[src/hdl/dnt_pkg.sv]
// ----------------------------------------------------------------------------
// Directory name table package
// Sizes, codes, entry layout and name normalization shared by the block.
// ----------------------------------------------------------------------------
package dnt_pkg;

    localparam int TABLE_DEPTH = 16;
    localparam int NAME_BYTES  = 8;
    localparam int SECTOR_BITS = 16;

    localparam int NAME_W   = 8 * NAME_BYTES;
    localparam int IDX_W    = (TABLE_DEPTH > 1) ? $clog2(TABLE_DEPTH) : 1;
    localparam int CNT_W    = $clog2(TABLE_DEPTH + 1);
    localparam int ACTIVE_W = 5;
    localparam int FNAME_W  = 64;
    localparam int FSECT_W  = 16;
    localparam int FIDX_W   = 4;

    localparam logic [ACTIVE_W-1:0] ACTIVE_RESET = ACTIVE_W'(16);

    typedef enum logic [1:0] {
        OP_FIND   = 2'd0,
        OP_ADD    = 2'd1,
        OP_REMOVE = 2'd2
    } opcode_t;

    typedef enum logic [1:0] {
        ST_OK      = 2'd0,
        ST_PRESENT = 2'd1,
        ST_FULL    = 2'd2,
        ST_MISSING = 2'd3
    } status_t;

    typedef struct packed {
        logic [NAME_W-1:0]      name;
        logic [SECTOR_BITS-1:0] sector;
    } entry_t;

    typedef struct packed {
        logic             rd_en;
        logic             wr_en;
        logic [IDX_W-1:0] addr;
        entry_t           wdata;
    } mem_req_t;

    function automatic logic [NAME_W-1:0] normalize_name(input logic [FNAME_W-1:0] raw);
        logic [NAME_W-1:0] out;
        logic              run;
        out = '0;
        run = 1'b1;
        for (int i = 0; i < NAME_BYTES; i++)
        begin
            if (raw[8*i +: 8] == 8'h00)
            begin
                run = 1'b0;
            end
            if (run)
            begin
                out[8*i +: 8] = raw[8*i +: 8];
            end
        end
        return out;
    endfunction

endpackage

[src/hdl/dnt_ram.sv]
// ----------------------------------------------------------------------------
// Directory entry RAM
// Single-port synchronous store of entry names and sectors, registered read.
// ----------------------------------------------------------------------------
module dnt_ram import dnt_pkg::*;
(
    input  logic     clk,
    input  mem_req_t req,
    output entry_t   rdata
);

    entry_t entry_mem [TABLE_DEPTH];

    always_ff @(posedge clk)
    begin
        if (req.wr_en)
        begin
            entry_mem[req.addr] <= req.wdata;
        end
        if (req.rd_en)
        begin
            rdata <= entry_mem[req.addr];
        end
    end

endmodule

[src/hdl/dnt_ctrl.sv]
// ----------------------------------------------------------------------------
// Directory table sequencer
// Walks the active entries through the RAM, finds match and first free slot,
// then updates the valid bits and RAM and registers the result.
// ----------------------------------------------------------------------------
module dnt_ctrl import dnt_pkg::*;
(
    input  logic                   clk,
    input  logic                   rst_n,
    input  logic [ACTIVE_W-1:0]    active_entries,
    input  logic                   in_valid,
    output logic                   in_ready,
    input  logic [1:0]             opcode,
    input  logic [FNAME_W-1:0]     file_name,
    input  logic [FSECT_W-1:0]     header_sector,
    output logic                   out_valid,
    input  logic                   out_ready,
    output logic [1:0]             status,
    output logic [FSECT_W-1:0]     found_sector,
    output logic [FIDX_W-1:0]      entry_index,
    output logic                   table_empty,
    output mem_req_t               mem_req,
    input  entry_t                 mem_rdata
);

    typedef enum logic [1:0] {
        S_IDLE,
        S_SCAN,
        S_DRAIN,
        S_FINISH
    } state_t;

    state_t                 state_reg;
    opcode_t                op_reg;
    logic [NAME_W-1:0]      name_reg;
    logic [SECTOR_BITS-1:0] sector_reg;
    logic [CNT_W-1:0]       cnt_reg;
    logic [CNT_W-1:0]       idx_reg;
    logic                   cmp_vld_reg;
    logic [IDX_W-1:0]       cmp_idx_reg;
    logic                   hit_reg;
    logic [IDX_W-1:0]       hit_idx_reg;
    logic [SECTOR_BITS-1:0] hit_sector_reg;
    logic                   free_reg;
    logic [IDX_W-1:0]       free_idx_reg;
    logic [TABLE_DEPTH-1:0] valid_reg;
    logic                   out_valid_reg;
    status_t                status_reg;
    logic [FSECT_W-1:0]     found_reg;
    logic [FIDX_W-1:0]      index_reg;
    logic                   empty_reg;

    logic [CNT_W-1:0]       cnt_clamp;
    logic                   fin_go;
    logic                   do_add;
    logic                   do_remove;
    logic [TABLE_DEPTH-1:0] valid_next;
    logic [TABLE_DEPTH-1:0] use_mask;
    status_t                res_status;
    logic [FSECT_W-1:0]     res_found;
    logic [FIDX_W-1:0]      res_index;

    assign cnt_clamp = (32'(active_entries) > 32'(TABLE_DEPTH)) ? CNT_W'(TABLE_DEPTH)
                                                                 : CNT_W'(active_entries);
    assign fin_go    = (state_reg == S_FINISH) && (!out_valid_reg || out_ready);
    assign do_add    = (op_reg == OP_ADD) && !hit_reg && free_reg;
    assign do_remove = (op_reg == OP_REMOVE) && hit_reg;

    always_comb
    begin
        valid_next = valid_reg;
        if (do_add)
        begin
            valid_next[free_idx_reg] = 1'b1;
        end
        if (do_remove)
        begin
            valid_next[hit_idx_reg] = 1'b0;
        end
        for (int i = 0; i < TABLE_DEPTH; i++)
        begin
            use_mask[i] = (32'(i) < 32'(cnt_reg));
        end
    end

    always_comb
    begin
        res_status = ST_MISSING;
        res_found  = '0;
        res_index  = '0;
        case (op_reg)
            OP_FIND:
            begin
                if (hit_reg)
                begin
                    res_status = ST_OK;
                    res_found  = FSECT_W'(hit_sector_reg);
                    res_index  = FIDX_W'(hit_idx_reg);
                end
            end
            OP_ADD:
            begin
                if (hit_reg)
                begin
                    res_status = ST_PRESENT;
                end
                else if (free_reg)
                begin
                    res_status = ST_OK;
                    res_index  = FIDX_W'(free_idx_reg);
                end
                else
                begin
                    res_status = ST_FULL;
                end
            end
            OP_REMOVE:
            begin
                if (hit_reg)
                begin
                    res_status = ST_OK;
                    res_index  = FIDX_W'(hit_idx_reg);
                end
            end
            default:
            begin
                res_status = ST_MISSING;
            end
        endcase
    end

    always_comb
    begin
        mem_req.rd_en        = (state_reg == S_SCAN);
        mem_req.wr_en        = fin_go && do_add;
        mem_req.addr         = (state_reg == S_FINISH) ? free_idx_reg : idx_reg[IDX_W-1:0];
        mem_req.wdata.name   = name_reg;
        mem_req.wdata.sector = sector_reg;
    end

    always_ff @(posedge clk or negedge rst_n)
    begin
        if (!rst_n)
        begin
            state_reg      <= S_IDLE;
            op_reg         <= OP_FIND;
            name_reg       <= '0;
            sector_reg     <= '0;
            cnt_reg        <= '0;
            idx_reg        <= '0;
            cmp_vld_reg    <= 1'b0;
            cmp_idx_reg    <= '0;
            hit_reg        <= 1'b0;
            hit_idx_reg    <= '0;
            hit_sector_reg <= '0;
            free_reg       <= 1'b0;
            free_idx_reg   <= '0;
            valid_reg      <= '0;
            out_valid_reg  <= 1'b0;
            status_reg     <= ST_OK;
            found_reg      <= '0;
            index_reg      <= '0;
            empty_reg      <= 1'b0;
        end
        else
        begin
            cmp_vld_reg <= (state_reg == S_SCAN);
            cmp_idx_reg <= idx_reg[IDX_W-1:0];

            if (cmp_vld_reg)
            begin
                if (valid_reg[cmp_idx_reg] && (mem_rdata.name == name_reg) && !hit_reg)
                begin
                    hit_reg        <= 1'b1;
                    hit_idx_reg    <= cmp_idx_reg;
                    hit_sector_reg <= mem_rdata.sector;
                end
                if (!valid_reg[cmp_idx_reg] && !free_reg)
                begin
                    free_reg     <= 1'b1;
                    free_idx_reg <= cmp_idx_reg;
                end
            end

            if (out_valid_reg && out_ready && !fin_go)
            begin
                out_valid_reg <= 1'b0;
            end

            case (state_reg)
                S_IDLE:
                begin
                    if (in_valid)
                    begin
                        op_reg     <= opcode_t'(opcode);
                        name_reg   <= normalize_name(file_name);
                        sector_reg <= SECTOR_BITS'(header_sector);
                        cnt_reg    <= cnt_clamp;
                        idx_reg    <= '0;
                        hit_reg    <= 1'b0;
                        free_reg   <= 1'b0;
                        state_reg  <= (cnt_clamp == '0) ? S_FINISH : S_SCAN;
                    end
                end
                S_SCAN:
                begin
                    idx_reg <= idx_reg + CNT_W'(1);
                    if ((idx_reg + CNT_W'(1)) == cnt_reg)
                    begin
                        state_reg <= S_DRAIN;
                    end
                end
                S_DRAIN:
                begin
                    state_reg <= S_FINISH;
                end
                S_FINISH:
                begin
                    if (fin_go)
                    begin
                        valid_reg     <= valid_next;
                        out_valid_reg <= 1'b1;
                        status_reg    <= res_status;
                        found_reg     <= res_found;
                        index_reg     <= res_index;
                        empty_reg     <= ~|(valid_next & use_mask);
                        state_reg     <= S_IDLE;
                    end
                end
                default:
                begin
                    state_reg <= S_IDLE;
                end
            endcase
        end
    end

    assign in_ready     = (state_reg == S_IDLE);
    assign out_valid    = out_valid_reg;
    assign status       = status_reg;
    assign found_sector = found_reg;
    assign entry_index  = index_reg;
    assign table_empty  = empty_reg;

endmodule

[src/hdl/directory_name_table_top.sv]
// Sequence: an accepted transaction walks n = active entries (clamped to the table
// depth) through S_SCAN and S_DRAIN to S_FINISH, or goes straight to S_FINISH when n is
// zero; S_FINISH registers the result once any pending result is taken. The walk reads
// one RAM entry per cycle; a pending result does not block the next walk.
// Reset: valid bits cleared at once, active_entries returns to 16, no RAM sweep.
// ----------------------------------------------------------------------------
// Directory name table top level
// Find, add and remove of named directory entries over a fixed entry table.
// ----------------------------------------------------------------------------
module directory_name_table_top import dnt_pkg::*;
(
    input  logic                clk,
    input  logic                rst_n,
    input  logic                cfg_we,
    input  logic [ACTIVE_W-1:0] cfg_data,
    input  logic                in_valid,
    output logic                in_ready,
    input  logic [1:0]          opcode,
    input  logic [FNAME_W-1:0]  file_name,
    input  logic [FSECT_W-1:0]  header_sector,
    output logic                out_valid,
    input  logic                out_ready,
    output logic [1:0]          status,
    output logic [FSECT_W-1:0]  found_sector,
    output logic [FIDX_W-1:0]   entry_index,
    output logic                table_empty
);

    logic [ACTIVE_W-1:0] active_reg;
    mem_req_t            mem_req;
    entry_t              mem_rdata;

    always_ff @(posedge clk or negedge rst_n)
    begin
        if (!rst_n)
        begin
            active_reg <= ACTIVE_RESET;
        end
        else if (cfg_we)
        begin
            active_reg <= cfg_data;
        end
    end

    dnt_ctrl u_ctrl
    (
        .clk            (clk),
        .rst_n          (rst_n),
        .active_entries (active_reg),
        .in_valid       (in_valid),
        .in_ready       (in_ready),
        .opcode         (opcode),
        .file_name      (file_name),
        .header_sector  (header_sector),
        .out_valid      (out_valid),
        .out_ready      (out_ready),
        .status         (status),
        .found_sector   (found_sector),
        .entry_index    (entry_index),
        .table_empty    (table_empty),
        .mem_req        (mem_req),
        .mem_rdata      (mem_rdata)
    );

    dnt_ram u_ram
    (
        .clk   (clk),
        .req   (mem_req),
        .rdata (mem_rdata)
    );

endmodule

[config.mk]
export PLATFORM = sky130hd
export DESIGN_NAME = directory_name_table_top
export DESIGN_NICKNAME = d
export VERILOG_FILES = /design/src/hdl/dnt_pkg.sv /design/src/hdl/dnt_ram.sv /design/src/hdl/dnt_ctrl.sv /design/src/hdl/directory_name_table_top.sv
export SDC_FILE = /design/constraint.sdc
export NUM_CORES = 2
export LEC_CHECK = 0
export ABC_CLOCK_PERIOD_IN_PS = 13190
export BUFFER_PORTS_ARGS = -buffer_cell sky130_fd_sc_hd__buf_2
export CAP_MARGIN = 0
export CORE_AREA = 2 2 447 449
export DETAILED_ROUTE_END_ITERATION = 7
export DIE_AREA = 0 0 449 451
export GPL_TIMING_DRIVEN = 0
export PLACE_DENSITY_LB_ADDON = 0.3
export SLEW_MARGIN = 25
export SYNTH_ARGS = -nofsm -noshare
export SYNTH_HDL_FRONTEND = slang
export SYNTH_SLANG_ARGS = --single-unit
export TNS_END_PERCENT = 50
[constraint.sdc]
create_clock -name clk -period 13.19 [get_ports clk]
set_clock_uncertainty 0.15 [all_clocks]
set_input_delay 0.6595 -clock clk [delete_from_list [all_inputs] [get_ports clk]]
set_output_delay 0.6595 -clock clk [all_outputs]
set_load 0.01 [all_outputs]
==> metrics <==
worst setup path class=register to register; critical path required time=13.51 ns; worst-path fanout max=10; commonest cells after routing, fill and taps aside=1360 x edfxtp_1, 325 x mux4_2, 190 x nand2_1; Final Setup Violations=0; fraction of layout cells with a size suffix above 1=27.5%; proportion of synthesized area in mux cells=13.8%; IO Count=117; FF+latch count, synth=1530; Post-synth EDFFs=1360; Via Count=30500; TritonCTS clock tree=done; Hold Crit Start=cfg_we; CTS buffer count=151; WP data arrival=6.30 ns; GRT overflow=0; drt via density=4.92; Starting Density=29.8%; IO Port Bufs=116; Layout area overhead=20.2%; Worst Setup Start Kind=register; Top FF cell, synth=edfxtp_1; post-synthesis simple-gate area fraction=3.28%; Die Width=449 um; first-pass GRT wire length=232000 um; leakage=0.0234 uW; Max clock buf depth=3; synth warn=0; post-layout minimum cycle time=5.98 ns; die area=202000 um2; CP startpoint=u_ctrl.state_reg[0]; final net count=3522; relative slew slack=31.0%; HP Class=input pin to register; Clock Tree Root=clkbuf_16; Worst R2R Path Depth=14; pre-CTS WS=7.09 ns; initial antenna violation count=5; Largest register FFs=1280; Seq/Total Area, Yosys=76.3%; xor/xnor cell area share of the yosys netlist=0.933%; outcome=finished, final reports clean; Cell Pwr Density=218 nW/um2; drt first pass iters=5; WL final=161000 um; Core ar.=198000 um2; pin count of the biggest net entering global routing=85; post-synth cell types=65; GRT Util Overall=15.7%; Clk Latency, worst-skew pair=0.79 ns; syn_nets=3002; asr flop ratio synth=11.1%; clock-pin slew on the worst setup and hold paths=0.06 ns; mean post-synth cell area=20.3 um2; clock sink count=1530; PostCTS Resize Cnt=0; Routed WL per cell=25.9 um; complex-gate fraction of the synthesized area=4.18%; largest family of logic cells by synthesized area=multiplexers; Synth Instances=2905; Util after Layout=35.9%; Pwr Total=15500 uW; DRC=0; RePlAce Congestion=0.783; hpwl dp=109000 um; commonest non-fill, non-tap cell in the layout=edfxtp_1; worst vdd ir=137 uV; Adder-Cell Fraction of Synth Area=0.106%; CP Capture Type=register; mapped cell area=59100 um2; number of global-route vias before repair=31500; Slew @ Worst Pin=1.04 ns; fmax=0.167 GHz; Iter 0 DRT Violations=2934; post-route setup slack=7.21 ns; r2r startpoint=u_ctrl.state_reg[0]; final hold violations=0; Max-Cap Viols=0; DRT antenna net count=0; Die H=451 um; Tcrit/Tclk final=45.3%; H-tree Lvls=4; site row count=164; RSZ-0062 raised after global routing=false; Pins Over Slew Limit=0; Worst Hold Depth=2
==> critical path, stage by stage, from the launching register on <==
cell	delay, ns
dfrtp_1	0.42
ha_1	0.23
buf_6	0.15
mux2_2	0.54
buf_4	0.39
buf_2	0.44
buf_1	0.74
nand4_1	0.53
nor3_2	0.72
buf_6	0.24
buf_4	0.20
buf_4	0.21
buf_4	0.22
buf_4	0.20
buf_4	0.19
==> path summary, 6_finish.rpt <==
path,slack [ns],to
worst max-delay path,7.21,u_ram.entry_mem[15][55]
worst min-delay path,0.07,active_reg[0]
worst max register to register,7.21,u_ram.entry_mem[15][55]
worst min register to register,0.27,u_ctrl.cmp_idx_reg[0]
max in group asynchronous,11.92,active_reg[4]
min in group asynchronous,0.20,u_ctrl.found_sector[3]
==> power breakdown <==
group          internal (uW)  total (uW)  switching, uW
logic                   1810        4140           2340
registers               6290        7110            817
clock network           2430        4270           1840
==> timing repair <==
| item | CTS | global route |
|---|---|---|
| setup buffers | 0 | 0 |
| endpoints found under the hold margin | 229 | 0 |
| hold buffers | 81 | 0 |
==> cells by family (layout without fill, tap and decap cells) <==
family / count (synthesis) / count (layout)
AO/OA/AOI/OAI: 339 / 339
XOR/XNOR: 63 / 63
adder cells (fa/ha/maj): 5 / 5
buffers and inverters: 179 / 818
flip-flops: 1530 / 1530
multiplexers: 394 / 394
other: 0 / 6
AND/OR/NAND/NOR: 395 / 395
==> layer usage <==
layer / track usage (%) / share of wire (%) / up-vias
li1: - / - / 13000
met1: 20.9 / 42 / 16400
met3: 2.11 / 5.2 / 193
met4: 4.92 / 2.8 / 0
met2: 26.8 / 50 / 940
met5: 0 / 0 / -
==> cells in the mapped netlist (all sizes together) (3+ instances only) <==
master / n / area, um2
a21oi: 17 / 88.8
nand2b: 9 / 56.3
edfxtp: 1360 / 40800
a21o: 3 / 22.5
nand3: 7 / 35.0
nor2b: 13 / 81.3
nand2: 190 / 713
mux4: 325 / 7320
inv: 17 / 63.8
and2: 84 / 526
xor2: 11 / 96.3
clkbuf: 97 / 364
a22oi: 4 / 30.0
nor3: 12 / 60.1
a22o: 74 / 648
nor4: 19 / 134
xnor2: 52 / 455
buf: 64 / 407
o21ai: 15 / 75.1
o21a: 4 / 30.0
o22ai: 3 / 18.8
a311oi: 3 / 26.3
mux2: 63 / 773
ha: 5 / 62.6
dfrtp: 169 / 4230
a211oi: 93 / 703
nand4: 19 / 119
a31oi: 103 / 644
nor2: 28 / 105
mux2i: 6 / 60.1
or3: 3 / 18.8
==> metrics by stage <==
step                      cells  area [um2]  hold WS, ns  TNS (ns)
after CTS                  6199       71000       0.0112         0
final                      6206       71100       0.0738         0
after global placement     5677       63000        0.247  -1969.26
after detailed placement   5846       65400        0.243         0
after floorplan            2905       59100        0.214         0
after global routing       6202       71100       0.0440         0
==> final cells by class <==
| cell class | instances | area (um2) |
|---|---|---|
| Fill cell | 18500 | 127000 |
| Sequential cell | 1530 | 45100 |
| Multi-Input combinational cell | 1196 | 13300 |
| Clock buffer | 198 | 4110 |
| Timing Repair Buffer | 367 | 3640 |
| Tap cell | 2656 | 3320 |
| Buffer | 161 | 781 |
| Clock inverter | 74 | 718 |
| Inverter | 18 | 67.6 |
| Antenna cell | 6 | 15.0 |
Note: power is estimated with default switching activity, not from simulation.
